<file path="src/rtl/core/dtw_pkg.sv">
`timescale 1ns / 1ps

package dtw_pkg;

  localparam logic [1:0] MODE_READ  = 2'd0;
  localparam logic [1:0] MODE_WRITE = 2'd1;
  localparam logic [1:0] MODE_TICK  = 2'd2;

  localparam logic [6:0] OFS_T0_DIV  = 7'h00;
  localparam logic [6:0] OFS_T0_DATA = 7'h04;
  localparam logic [6:0] OFS_T0_CTRL = 7'h08;
  localparam logic [6:0] OFS_T1_DIV  = 7'h10;
  localparam logic [6:0] OFS_T1_DATA = 7'h14;
  localparam logic [6:0] OFS_T1_CTRL = 7'h18;
  localparam logic [6:0] OFS_TIME    = 7'h38;
  localparam logic [6:0] OFS_WD_CTRL = 7'h40;
  localparam logic [6:0] OFS_MASK    = 7'h48;
  localparam logic [6:0] OFS_ACK     = 7'h4c;
  localparam logic [6:0] OFS_MASKED  = 7'h54;

  localparam logic [1:0] OP_LOAD = 2'd0;
  localparam logic [1:0] OP_HOLD = 2'd1;
  localparam logic [1:0] OP_RUN  = 2'd2;

  localparam logic [8:0] WD_ZERO_LOAD = 9'd256;

  typedef struct packed {
    logic wr_div;
    logic wr_ctrl;
    logic tick;
  } timer_ctl_t;

  typedef struct packed {
    logic wr;
    logic tick;
  } wd_ctl_t;

endpackage

</file>
<file path="src/rtl/core/dual_timer_watchdog_regs.sv">
`timescale 1ns / 1ps

// Two down-counting timers, an interrupt mask and acknowledge pair, a keyed
// watchdog and a free-running time counter, driven by a request stream.
// Each request on the slave side is a bus read, a bus write or a time tick,
// selected by s_tuser; s_tdata carries the address, write data and pulses.
// Every request produces exactly one response on the master side, holding
// the read data (zero for anything but a readable register) and the irq,
// nmi and reset request levels after the request has been applied.
// A request passes through an input register and then a response register
// before its response is offered on the master side.
// One request is accepted every cycle while the master side keeps taking
// responses.
// When the receiver stalls, the response register holds and the input
// register stops, so s_tready falls until the response is taken.
// A synchronous reset clears all timers, the watchdog, the mask, the pending
// interrupts and the time counter, and empties both registers.
module dual_timer_watchdog_regs #(
  parameter int WD_GRACE = 10
) (
  input  logic        clk,
  input  logic        rst,
  input  logic        s_tvalid,
  output logic        s_tready,
  // [6:0] addr, [38:7] wdata, [42:39] src_pulses, [43] wd_pulse,
  // [44] time_pulse, rest zero
  input  logic [47:0] s_tdata,
  // [1:0] mode
  input  logic [1:0]  s_tuser,
  output logic        m_tvalid,
  input  logic        m_tready,
  // [31:0] rdata, [32] irq_out, [33] nmi_out, [34] reset_request, rest zero
  output logic [39:0] m_tdata
);
  import dtw_pkg::*;

  logic        advance;
  logic        fire;

  logic        s1_valid;
  logic [1:0]  s1_mode;
  logic [6:0]  s1_addr;
  logic [31:0] s1_wdata;
  logic [3:0]  s1_pulses;
  logic        s1_wd_pulse;
  logic        s1_time_pulse;

  logic [31:0] intr_mask;
  logic [1:0]  pending;
  logic [31:0] time_counter;
  logic [31:0] intr_mask_next;
  logic [1:0]  pending_next;

  timer_ctl_t  t0_ctl;
  timer_ctl_t  t1_ctl;
  wd_ctl_t     wd_ctl;
  logic [31:0] t0_count;
  logic [31:0] t1_count;
  logic        t0_expire;
  logic        t1_expire;
  logic        wd_nmi_next;
  logic        wd_reset_req;

  logic        is_read;
  logic        is_write;
  logic        is_tick;
  logic [31:0] rdata;

  logic [31:0] out_rdata;
  logic        out_irq;
  logic        out_nmi;
  logic        out_reset_req;

  assign advance  = !m_tvalid || m_tready;
  assign s_tready = advance;
  assign fire     = advance && s1_valid;

  always_comb begin
    is_read  = fire && (s1_mode == MODE_READ);
    is_write = fire && (s1_mode == MODE_WRITE);
    is_tick  = fire && (s1_mode == MODE_TICK);

    t0_ctl.wr_div  = is_write && (s1_addr == OFS_T0_DIV);
    t0_ctl.wr_ctrl = is_write && (s1_addr == OFS_T0_CTRL);
    t0_ctl.tick    = is_tick;
    t1_ctl.wr_div  = is_write && (s1_addr == OFS_T1_DIV);
    t1_ctl.wr_ctrl = is_write && (s1_addr == OFS_T1_CTRL);
    t1_ctl.tick    = is_tick;
    wd_ctl.wr      = is_write && (s1_addr == OFS_WD_CTRL);
    wd_ctl.tick    = is_tick && s1_wd_pulse;

    intr_mask_next = (is_write && (s1_addr == OFS_MASK)) ? s1_wdata : intr_mask;
    pending_next   = pending | {t1_expire, t0_expire};
    if (is_write && (s1_addr == OFS_ACK)) begin
      pending_next = pending & ~s1_wdata[1:0];
    end

    rdata = '0;
    if (is_read) begin
      case (s1_addr)
        OFS_T0_DATA: rdata = t0_count;
        OFS_T1_DATA: rdata = t1_count;
        OFS_TIME:    rdata = time_counter;
        OFS_MASK:    rdata = intr_mask;
        OFS_MASKED:  rdata = {30'd0, pending & intr_mask[1:0]};
        default:     rdata = '0;
      endcase
    end
  end

  dtw_timer u_timer0 (
    .clk    (clk),
    .rst    (rst),
    .ctl    (t0_ctl),
    .wdata  (s1_wdata),
    .pulses (s1_pulses),
    .count  (t0_count),
    .expire (t0_expire)
  );

  dtw_timer u_timer1 (
    .clk    (clk),
    .rst    (rst),
    .ctl    (t1_ctl),
    .wdata  (s1_wdata),
    .pulses (s1_pulses),
    .count  (t1_count),
    .expire (t1_expire)
  );

  dtw_watchdog #(
    .WD_GRACE (WD_GRACE)
  ) u_watchdog (
    .clk       (clk),
    .rst       (rst),
    .ctl       (wd_ctl),
    .wdata     (s1_wdata[15:0]),
    .nmi_next  (wd_nmi_next),
    .reset_req (wd_reset_req)
  );

  always_ff @(posedge clk) begin
    if (rst) begin
      s1_valid     <= 1'b0;
      m_tvalid     <= 1'b0;
      intr_mask    <= '0;
      pending      <= '0;
      time_counter <= '0;
    end else begin
      if (advance) begin
        s1_valid <= s_tvalid;
        m_tvalid <= s1_valid;
      end
      intr_mask <= intr_mask_next;
      pending   <= pending_next;
      if (is_tick && s1_time_pulse) begin
        time_counter <= time_counter + 32'd1;
      end
    end
  end

  always_ff @(posedge clk) begin
    if (advance) begin
      s1_mode       <= s_tuser;
      s1_addr       <= s_tdata[6:0];
      s1_wdata      <= s_tdata[38:7];
      s1_pulses     <= s_tdata[42:39];
      s1_wd_pulse   <= s_tdata[43];
      s1_time_pulse <= s_tdata[44];
    end
    if (fire) begin
      out_rdata     <= rdata;
      out_irq       <= ((pending_next & intr_mask_next[1:0]) != 2'd0);
      out_nmi       <= wd_nmi_next;
      out_reset_req <= wd_reset_req;
    end
  end

  assign m_tdata = {5'd0, out_reset_req, out_nmi, out_irq, out_rdata};

  a_reset_req_has_nmi: assert property (@(posedge clk) disable iff (rst)
    (m_tvalid && out_reset_req) |-> out_nmi)
    else $error("reset request without a prior watchdog expiry");

  a_read_keeps_time: assert property (@(posedge clk) disable iff (rst)
    (fire && (s1_mode == MODE_READ)) |=> $stable(time_counter))
    else $error("time counter moved on a read");

  a_no_pending_without_tick: assert property (@(posedge clk) disable iff (rst)
    !is_tick |-> (!t0_expire && !t1_expire))
    else $error("timer expired outside a tick");

  a_fire_fills_output: assert property (@(posedge clk) disable iff (rst)
    fire |=> m_tvalid)
    else $error("response lost after an accepted request");

endmodule

</file>
<file path="src/rtl/core/dtw_timer.sv">
`timescale 1ns / 1ps

module dtw_timer (
  input  logic                clk,
  input  logic                rst,
  input  dtw_pkg::timer_ctl_t ctl,
  input  logic [31:0]         wdata,
  input  logic [3:0]          pulses,
  output logic [31:0]         count,
  output logic                expire
);
  import dtw_pkg::*;

  logic [31:0] divider;
  logic        running;
  logic [2:0]  src;
  logic        counting;

  always_comb begin
    counting = ctl.tick && running && src[2] && pulses[src[1:0]];
    expire   = counting && (count[31:1] == 31'd0);
  end

  always_ff @(posedge clk) begin
    if (rst) begin
      divider <= '0;
      count   <= '0;
      running <= 1'b0;
      src     <= '0;
    end else begin
      if (ctl.wr_div) begin
        divider <= wdata;
      end
      if (ctl.wr_ctrl) begin
        src <= wdata[4:2];
        case (wdata[1:0])
          OP_LOAD: count   <= divider;
          OP_HOLD: running <= 1'b0;
          OP_RUN:  running <= 1'b1;
          default: ;
        endcase
      end
      if (counting) begin
        count <= expire ? divider : count - 32'd1;
      end
    end
  end

endmodule

</file>
<file path="src/rtl/core/dtw_watchdog.sv">
`timescale 1ns / 1ps

module dtw_watchdog #(
  parameter int WD_GRACE = 10
) (
  input  logic             clk,
  input  logic             rst,
  input  dtw_pkg::wd_ctl_t ctl,
  input  logic [15:0]      wdata,
  output logic             nmi_next,
  output logic             reset_req
);
  import dtw_pkg::*;

  localparam logic [8:0] GRACE_LOAD = 9'(WD_GRACE);

  logic [15:0] control;
  logic [8:0]  count;
  logic        running;
  logic [1:0]  expiries;

  logic [15:0] control_next;
  logic [8:0]  count_next;
  logic        running_next;
  logic [1:0]  expiries_next;
  logic        key_ok;

  always_comb begin
    control_next  = control;
    count_next    = count;
    running_next  = running;
    expiries_next = expiries;
    reset_req     = 1'b0;
    key_ok        = !control[8] || (~control[15:9] == wdata[15:9]);
    if (ctl.wr && key_ok) begin
      expiries_next = 2'd0;
      count_next    = (wdata[8:0] == 9'd0) ? WD_ZERO_LOAD : wdata[8:0];
      running_next  = wdata[8];
      control_next  = wdata;
    end else if (ctl.tick && running) begin
      if (count <= 9'd1) begin
        if (expiries == 2'd0) begin
          count_next = GRACE_LOAD;
        end else begin
          reset_req    = 1'b1;
          count_next   = 9'd0;
          running_next = 1'b0;
        end
        if (expiries != 2'd3) begin
          expiries_next = expiries + 2'd1;
        end
      end else begin
        count_next = count - 9'd1;
      end
    end
    nmi_next = (expiries_next != 2'd0);
  end

  always_ff @(posedge clk) begin
    if (rst) begin
      control  <= '0;
      count    <= '0;
      running  <= 1'b0;
      expiries <= '0;
    end else begin
      control  <= control_next;
      count    <= count_next;
      running  <= running_next;
      expiries <= expiries_next;
    end
  end

endmodule

</file>
<file path="config.mk">
export PLATFORM = sky130hd
export DESIGN_NAME = dual_timer_watchdog_regs
export DESIGN_NICKNAME = d
export VERILOG_FILES = /design/src/rtl/core/dtw_pkg.sv /design/src/rtl/core/dual_timer_watchdog_regs.sv /design/src/rtl/core/dtw_timer.sv /design/src/rtl/core/dtw_watchdog.sv
export SDC_FILE = /design/constraint.sdc
export NUM_CORES = 1
export LEC_CHECK = 0
export BUFFER_PORTS_ARGS = -buffer_cell sky130_fd_sc_hd__buf_2
export CAP_MARGIN = 40
export CORE_MARGIN = 8
export CORE_UTILIZATION = 40
export CTS_BUF_LIST = sky130_fd_sc_hd__clkbuf_4
export DETAILED_ROUTE_END_ITERATION = 6
export GPL_TIMING_DRIVEN = 0
export SYNTH_ARGS = -nofsm -noshare
export SYNTH_HDL_FRONTEND = slang
export SYNTH_SLANG_ARGS = --single-unit
</file>
<file path="constraint.sdc">
create_clock -name clk -period 4.04 [get_ports clk]
set_input_delay 1.212 -clock clk [delete_from_list [all_inputs] [get_ports clk]]
set_output_delay 1.212 -clock clk [all_outputs]
set_load 0.02 [all_outputs]
</file>
==> flow_summary.toml, run 1 <==
[timing]
tightest_slew_ns = 0.922
hold_slack_ns = 0.457
slew_headroom_pct = 38.0
final_max_slew_viol_count = 0
period_share_pct = 93.7
rsz0062_at_grt = "false"
fin_skew_ns = 0.0527
fmax_mhz = 264
final.min_clock_period_ns = 3.78
setup_viol = 0
finalHoldViolCount = 0

[yosys]
synth_fa_ha_area_share_pct = 0.639
yosys.area.top_type = "dfxtp_1"
synth_edf_count = 82
synth_cell_types = 67
synth-async-reset-ratio_pct = 0
synth_top_family_by_area = "simple AND/OR/NAND/NOR gates"
dominantRegCellSynth = "dfxtp_1"
yosys_warnings = 0
synth_cells = 1555
synth.ff_latch_count = 306
synth_top_area_share_pct = 32.7
yosys-top-cells-area = "dfxtp_1 33%, edfxtp_1 18%, nand2_1 7.7%"
ys_seq_area_share_pct = 50.6
syn_area_per_cell_um2 = 8.82
synth-compound-area-share_pct = 18.2
mappedNetlistArea_mm2 = 0.0137
synth_xor_area_share_pct = 2.94
muxShareOfSynthArea_pct = 1.76
synthSimpleGateAreaFrac_pct = 21.7

[detailed_routing]
routed_wirelength_mm = 50.3
ant_nets = 0
firstDrtPassIters = 5
drc = 0
avgRoutedWirePerCell_um = 22.2
vias_per_cell = 5.78
vias = 13100
drt_iter0_drc = 1355

[critical_path]
reg2reg_slack_ns = 0.35
cp.arrival_ns = 4.46
critPathCaptureType = "flip-flop"
crit_type = "in -> reg"
crit_fanout = 23
startpoint_type = "input pin"
r2r_start = "s1_addr[2]"
ff2ff_path_depth = 8
cp.required_ns = 4.71
rr_endpoint = "u_timer0.count[5]"

[finish]
drive_gt1_share_pct = 15.2
num-nets-final = 1801
area_growth_pct = 16.3
fillers = 3454

[floorplan]
design.die.area_mm2 = 0.0405
core_area_mm2 = 0.0341
fp.dieH_um = 201
die_w_um = 201
rows = 68
pin_count = 96
floorplan.initialDensity_pct = 40.2

[clock_network]
insertion_delay_ns = 0.79
root_buffer = "clkbuf_4"
cts_made_buffers = 84
cts.path.max_buffers = 3
cts_tree = "done"
cts_resized = 0
clock_sinks = 306
cts_hold_buffers = 0
cts_setup_buffers = 0
path_clk_slew_ns = 0.06
h-tree-depth = 3

[pwr]
combPwrFrac_pct = 3.2
power_frac_seq_pct = 51.3
p_clk_share_pct = 45.5
power_mw = 6.38
internal_power_mw = 4.83
p_per_area_mw_per_mm2 = 400
swShare_pct = 24.4
ir_drop_mv = 0.268
p_leak_nw = 5.53
power.switching_mw = 1.55

[min_path]
min_path_type = "reg -> reg"
min_to = "intr_mask[19]"
min_from = "intr_mask[19]"
min_path_cells = 2

[global_routing]
grt_pass1_wl_mm = 75.1
grt_usage_pct = 24.2
antenna_found_initial = 2
grt.overflow.total = 0
grt_max_degree = 36
grt_pass1_vias = 12200

[placement]
place_congestion = 0.978
io_buffers = 86
hpwl_mm = 37.0

[outcome]
status = "finished, final reports clean"

[job]
maxCapViolCount = 0
[cell families (layout without fill, tap and decap cells)]
family,after synthesis,count (layout)
and+or+nand+nor,635,635
AOI/OAI and AO/OA,405,405
DFF,306,306
buffers and inverters,135,387
xor gates and xnor gates,46,46
muxes,20,20
adders and majority gates,7,7
other,1,8
[power groups by stage]
stage               sequential (mW)  combinational, mW  clock, mW
global placement               3.34              0.194          0
global route                   3.27              0.215       3.15
CTS                            3.27              0.203       2.98
finish                         3.27              0.203       2.90
floorplan                      3.31             0.0865          0
detailed placement             3.34              0.202          0
[synthesized netlist by cell type (all sizes together), types with 6 or more instances]
cell,instances
or4,7
a211oi,10
inv,22
a31oi,28
o211ai,6
ha,7
clkbuf,94
a32oi,8
and2,14
a22oi,73
dfxtp,224
o21ai,41
xor2,34
nor2,93
and3,16
nor3,60
nand2b,6
nand3b,6
nand4,28
buf,19
and4,7
nor4,33
or3,14
mux2i,15
edfxtp,82
nand3,52
nand2,281
xnor2,12
a21oi,195
[placed cells by master (no fill, tap or decap), types with 33 or more instances in the layout]
cell type and count:
nand3_1 52, o21ai_0 40, buf_2 96, clkbuf_4 141, a21oi_1 195, nor2_1 93, clkbuf_1 94, nor4_1 33
nand2_1 280, dfxtp_1 224, nor3_1 57, a22oi_1 73, xor2_1 34, edfxtp_1 82
[worst max path at each step]
| stage | startpoint | endpoint | depth (start not counted) |
|---|---|---|---|
| floorplan | m_tready | out_nmi | 8 |
| global route | m_tready | u_timer0.count[5] | 10 |
| global placement | m_tready | u_timer0.count[21] | 10 |
| detailed placement | m_tready | u_timer0.count[28] | 10 |
| CTS | m_tready | u_timer0.count[5] | 10 |
| finish | m_tready | u_timer0.count[5] | 10 |
[through the flow]
stage | area [um2] | util, % | setup slack [ns] | TNS (ns) | std cells
global placement | 14700 | 43.2 | -1.20 | -122.43 | 2100
CTS | 15900 | 46.7 | 0.337 | 0 | 2266
finish | 15900 | 46.7 | 0.255 | 0 | 2269
global route | 15900 | 46.7 | 0.147 | 0 | 2269
floorplan | 13700 | - | 0.102 | 0 | 1559
detailed placement | 14800 | 43.4 | -0.469 | -8.85 | 2109
[layout make-up]
type	count	area [um2]	area share [%]
clock inverter	16	65.1	0.408
sequential	306	6950	43.6
tap	455	569	3.57
clock buffer	141	1060	6.64
inverter	22	82.6	0.518
buffer	113	477	2.99
timing repair buffer	95	517	3.24
multi-input combinational	1118	6230	39.0
antenna	3	7.51	0.0471
[worst max-delay path, cell delays in order]
cell      delay [ns]
buf_2           0.07
nand2b_1        0.08
buf_2           0.40
nand4b_1        0.37
nor3_2          0.80
or2_2           0.23
clkbuf_1        0.40
clkbuf_1        0.50
nand2_1         0.22
o32ai_1         0.17
[flip-flops by register name, summed over array words and instances (netlist names), 7 cells and up]
register	count
intr_mask	32
u_timer1.divider	32
u_watchdog.count	9
u_timer1.count	32
u_timer0.divider	32
time_counter	32
u_timer0.count	32
u_watchdog.control	8
s1_addr	7
s1_wdata	32
out_rdata	32
[per-layer routing]
metal | part of all wire (%) | up-vias | global-route usage, %
met5 | 0 | - | 0
li1 | - | 6083 | -
met2 | 43 | 638 | 36.0
met3 | 8.7 | 142 | 5.44
met4 | 5.1 | 0 | 13.4
met1 | 43 | 6242 | 32.3
Power figures use the tool's default switching activity.
==> run 2: changes to the inputs <==
--- a/config.mk
+++ b/config.mk
@@ -11,7 +11,7 @@
 export CORE_UTILIZATION = 40
 export CTS_BUF_LIST = sky130_fd_sc_hd__clkbuf_4
 export DETAILED_ROUTE_END_ITERATION = 6
-export GPL_TIMING_DRIVEN = 0
+export REMOVE_ABC_BUFFERS = 1
 export SYNTH_ARGS = -nofsm -noshare
 export SYNTH_HDL_FRONTEND = slang
 export SYNTH_SLANG_ARGS = --single-unit
==> run 2 against run 1 <==
Fmax grew 24%; combinational power shrank 15%; count of clock-buffer cells in the layout is 7 lower; final area decreased by 1.2%; via count decreased by 5.5%; total power shrank 0.76%; global-route usage shrank 4.0 points; sequential share of layout area rose by 0.53 points; critical path depth is 2 lower; highest routed layer unchanged.
==> flow_summary.toml, run 2 (synthesis results as in run 1) <==
[timing]
tightest_slew_ns = 0.795
slew_headroom_pct = 46.3
setup_viol = 0
tns_ns = 0
fin_skew_ns = 0.0282
final.min_clock_period_ns = 3.05
fmax_mhz = 328
rsz0062_at_grt = "false"
finalHoldViolCount = 0
final_max_slew_viol_count = 0
period_share_pct = 75.5

[detailed_routing]
firstDrtPassIters = 5
routed_wirelength_mm = 42.2
vias = 12400
drc = 0
vias_per_cell = 5.66
ant_nets = 0
drt_iter0_drc = 921
avgRoutedWirePerCell_um = 19.3

[clock_network]
insertion_delay_ns = 0.76
root_buffer = "clkbuf_4"
h-tree-depth = 3
cts.path.max_buffers = 3
path_clk_slew_ns = 0.07
cts_hold_buffers = 0
cts_setup_buffers = 0
cts_made_buffers = 87
cts_tree = "done"
clock_sinks = 306
cts_resized = 0

[finish]
fillers = 3345
num-nets-final = 1722
final_cell_mix = "280 x nand2_1, 224 x dfxtp_1, 195 x a21oi_1"
drive_gt1_share_pct = 17.0
area_growth_pct = 14.9
layout_commonest_cell = "nand2_1"
final_cell_area_mm2 = 0.0158

[global_routing]
antenna_found_initial = 2
grt_pass1_vias = 11900
grt_max_degree = 92
grt.overflow.total = 0
grt_pass1_wl_mm = 65.9
grt_usage_pct = 20.2

[floorplan]
fp.dieH_um = 201
floorplan.initialDensity_pct = 40.2
rows = 68
die_w_um = 201
pin_count = 96
design.die.area_mm2 = 0.0405
core_area_mm2 = 0.0341

[pwr]
ir_drop_mv = 0.295
power_mw = 6.33
p_per_area_mw_per_mm2 = 402
p_leak_nw = 5.49

[placement]
place_congestion = 0.910
io_buffers = 87
hpwl_mm = 27.8
placed_area_mm2 = 0.0146

[job]
maxCapViolCount = 0

[critical_path]
cp_num_buf_inv = 1
startpoint_type = "flip-flop"
cpMaxStageDelayCell = "nor3_2"
max_stage_delay_ns = 0.64
critPathCaptureType = "flip-flop"
cp.arrival_ns = 3.76
crit_fanout = 9
cp.required_ns = 4.75
crit_type = "reg -> reg"
cp_cell_sequence = "inv_1 -> ha_1 -> nor4b_1 -> nand4_1 -> nor3_2 -> nand2_1 -> a21oi_1 -> o221a_2"
critPathTopFamily = "simple AND/OR/NAND/NOR gates"

[outcome]
status = "finished, final reports clean"

[min_path]
min_path_type = "reg -> reg"
run 2: where the power goes:
group | total, mW | internal, mW | leakage, nW | switching [mW]
clock | 2.90 | 1.57 | 0.679 | 1.33
combinational | 0.173 | 0.0526 | 2.19 | 0.120
sequential | 3.26 | 3.20 | 2.62 | 0.0651
run 2: worst min-delay path: stages, from the launching register on:
cell,delay (ns)
dfxtp_1,0.31
nand2_1,0.05
a21oi_1,0.05
run 2: area by class of cell:
cell class	count	area (um2)	area share (%)
diodes	3	7.51	0.0476
clock buffers	134	1010	6.38
clock inverters	24	120	0.762
inverters	22	82.6	0.524
multi-input cells	1118	6250	39.7
flip-flops and latches	306	6950	44.1
well taps	455	569	3.61
repair buffers	126	772	4.90
run 2: layer usage:
layer	part of all wire [%]	global-route usage, %
met3	6.5	4.60
met2	46	32.2
met1	43	25.6
met5	0	0
met4	4.1	10.1
run 2: final timing paths:
path                              from  slack [ns]              endpoint  cells after the start
hold reg to reg   u_timer0.divider[28]        0.45  u_timer0.divider[28]                      2
hold / removal    u_timer0.divider[28]        0.45  u_timer0.divider[28]                      2
setup reg to reg     u_timer1.count[1]        0.99    u_timer1.count[30]                      8
setup / recovery     u_timer1.count[1]        0.99    u_timer1.count[30]                      8
run 2: metrics by stage:
step | utilization [%] | instances | setup slack (ns) | hold slack [ns]
global route | 46.2 | 2188 | 0.851 | 0.468
global placement | 42.8 | 2026 | 0.453 | 0.443
floorplan | - | 1446 | -1.61 | 0.427
detailed placement | 42.9 | 2027 | 0.464 | 0.444
finish | 46.2 | 2188 | 0.989 | 0.454
CTS | 46.2 | 2185 | 1.09 | 0.456
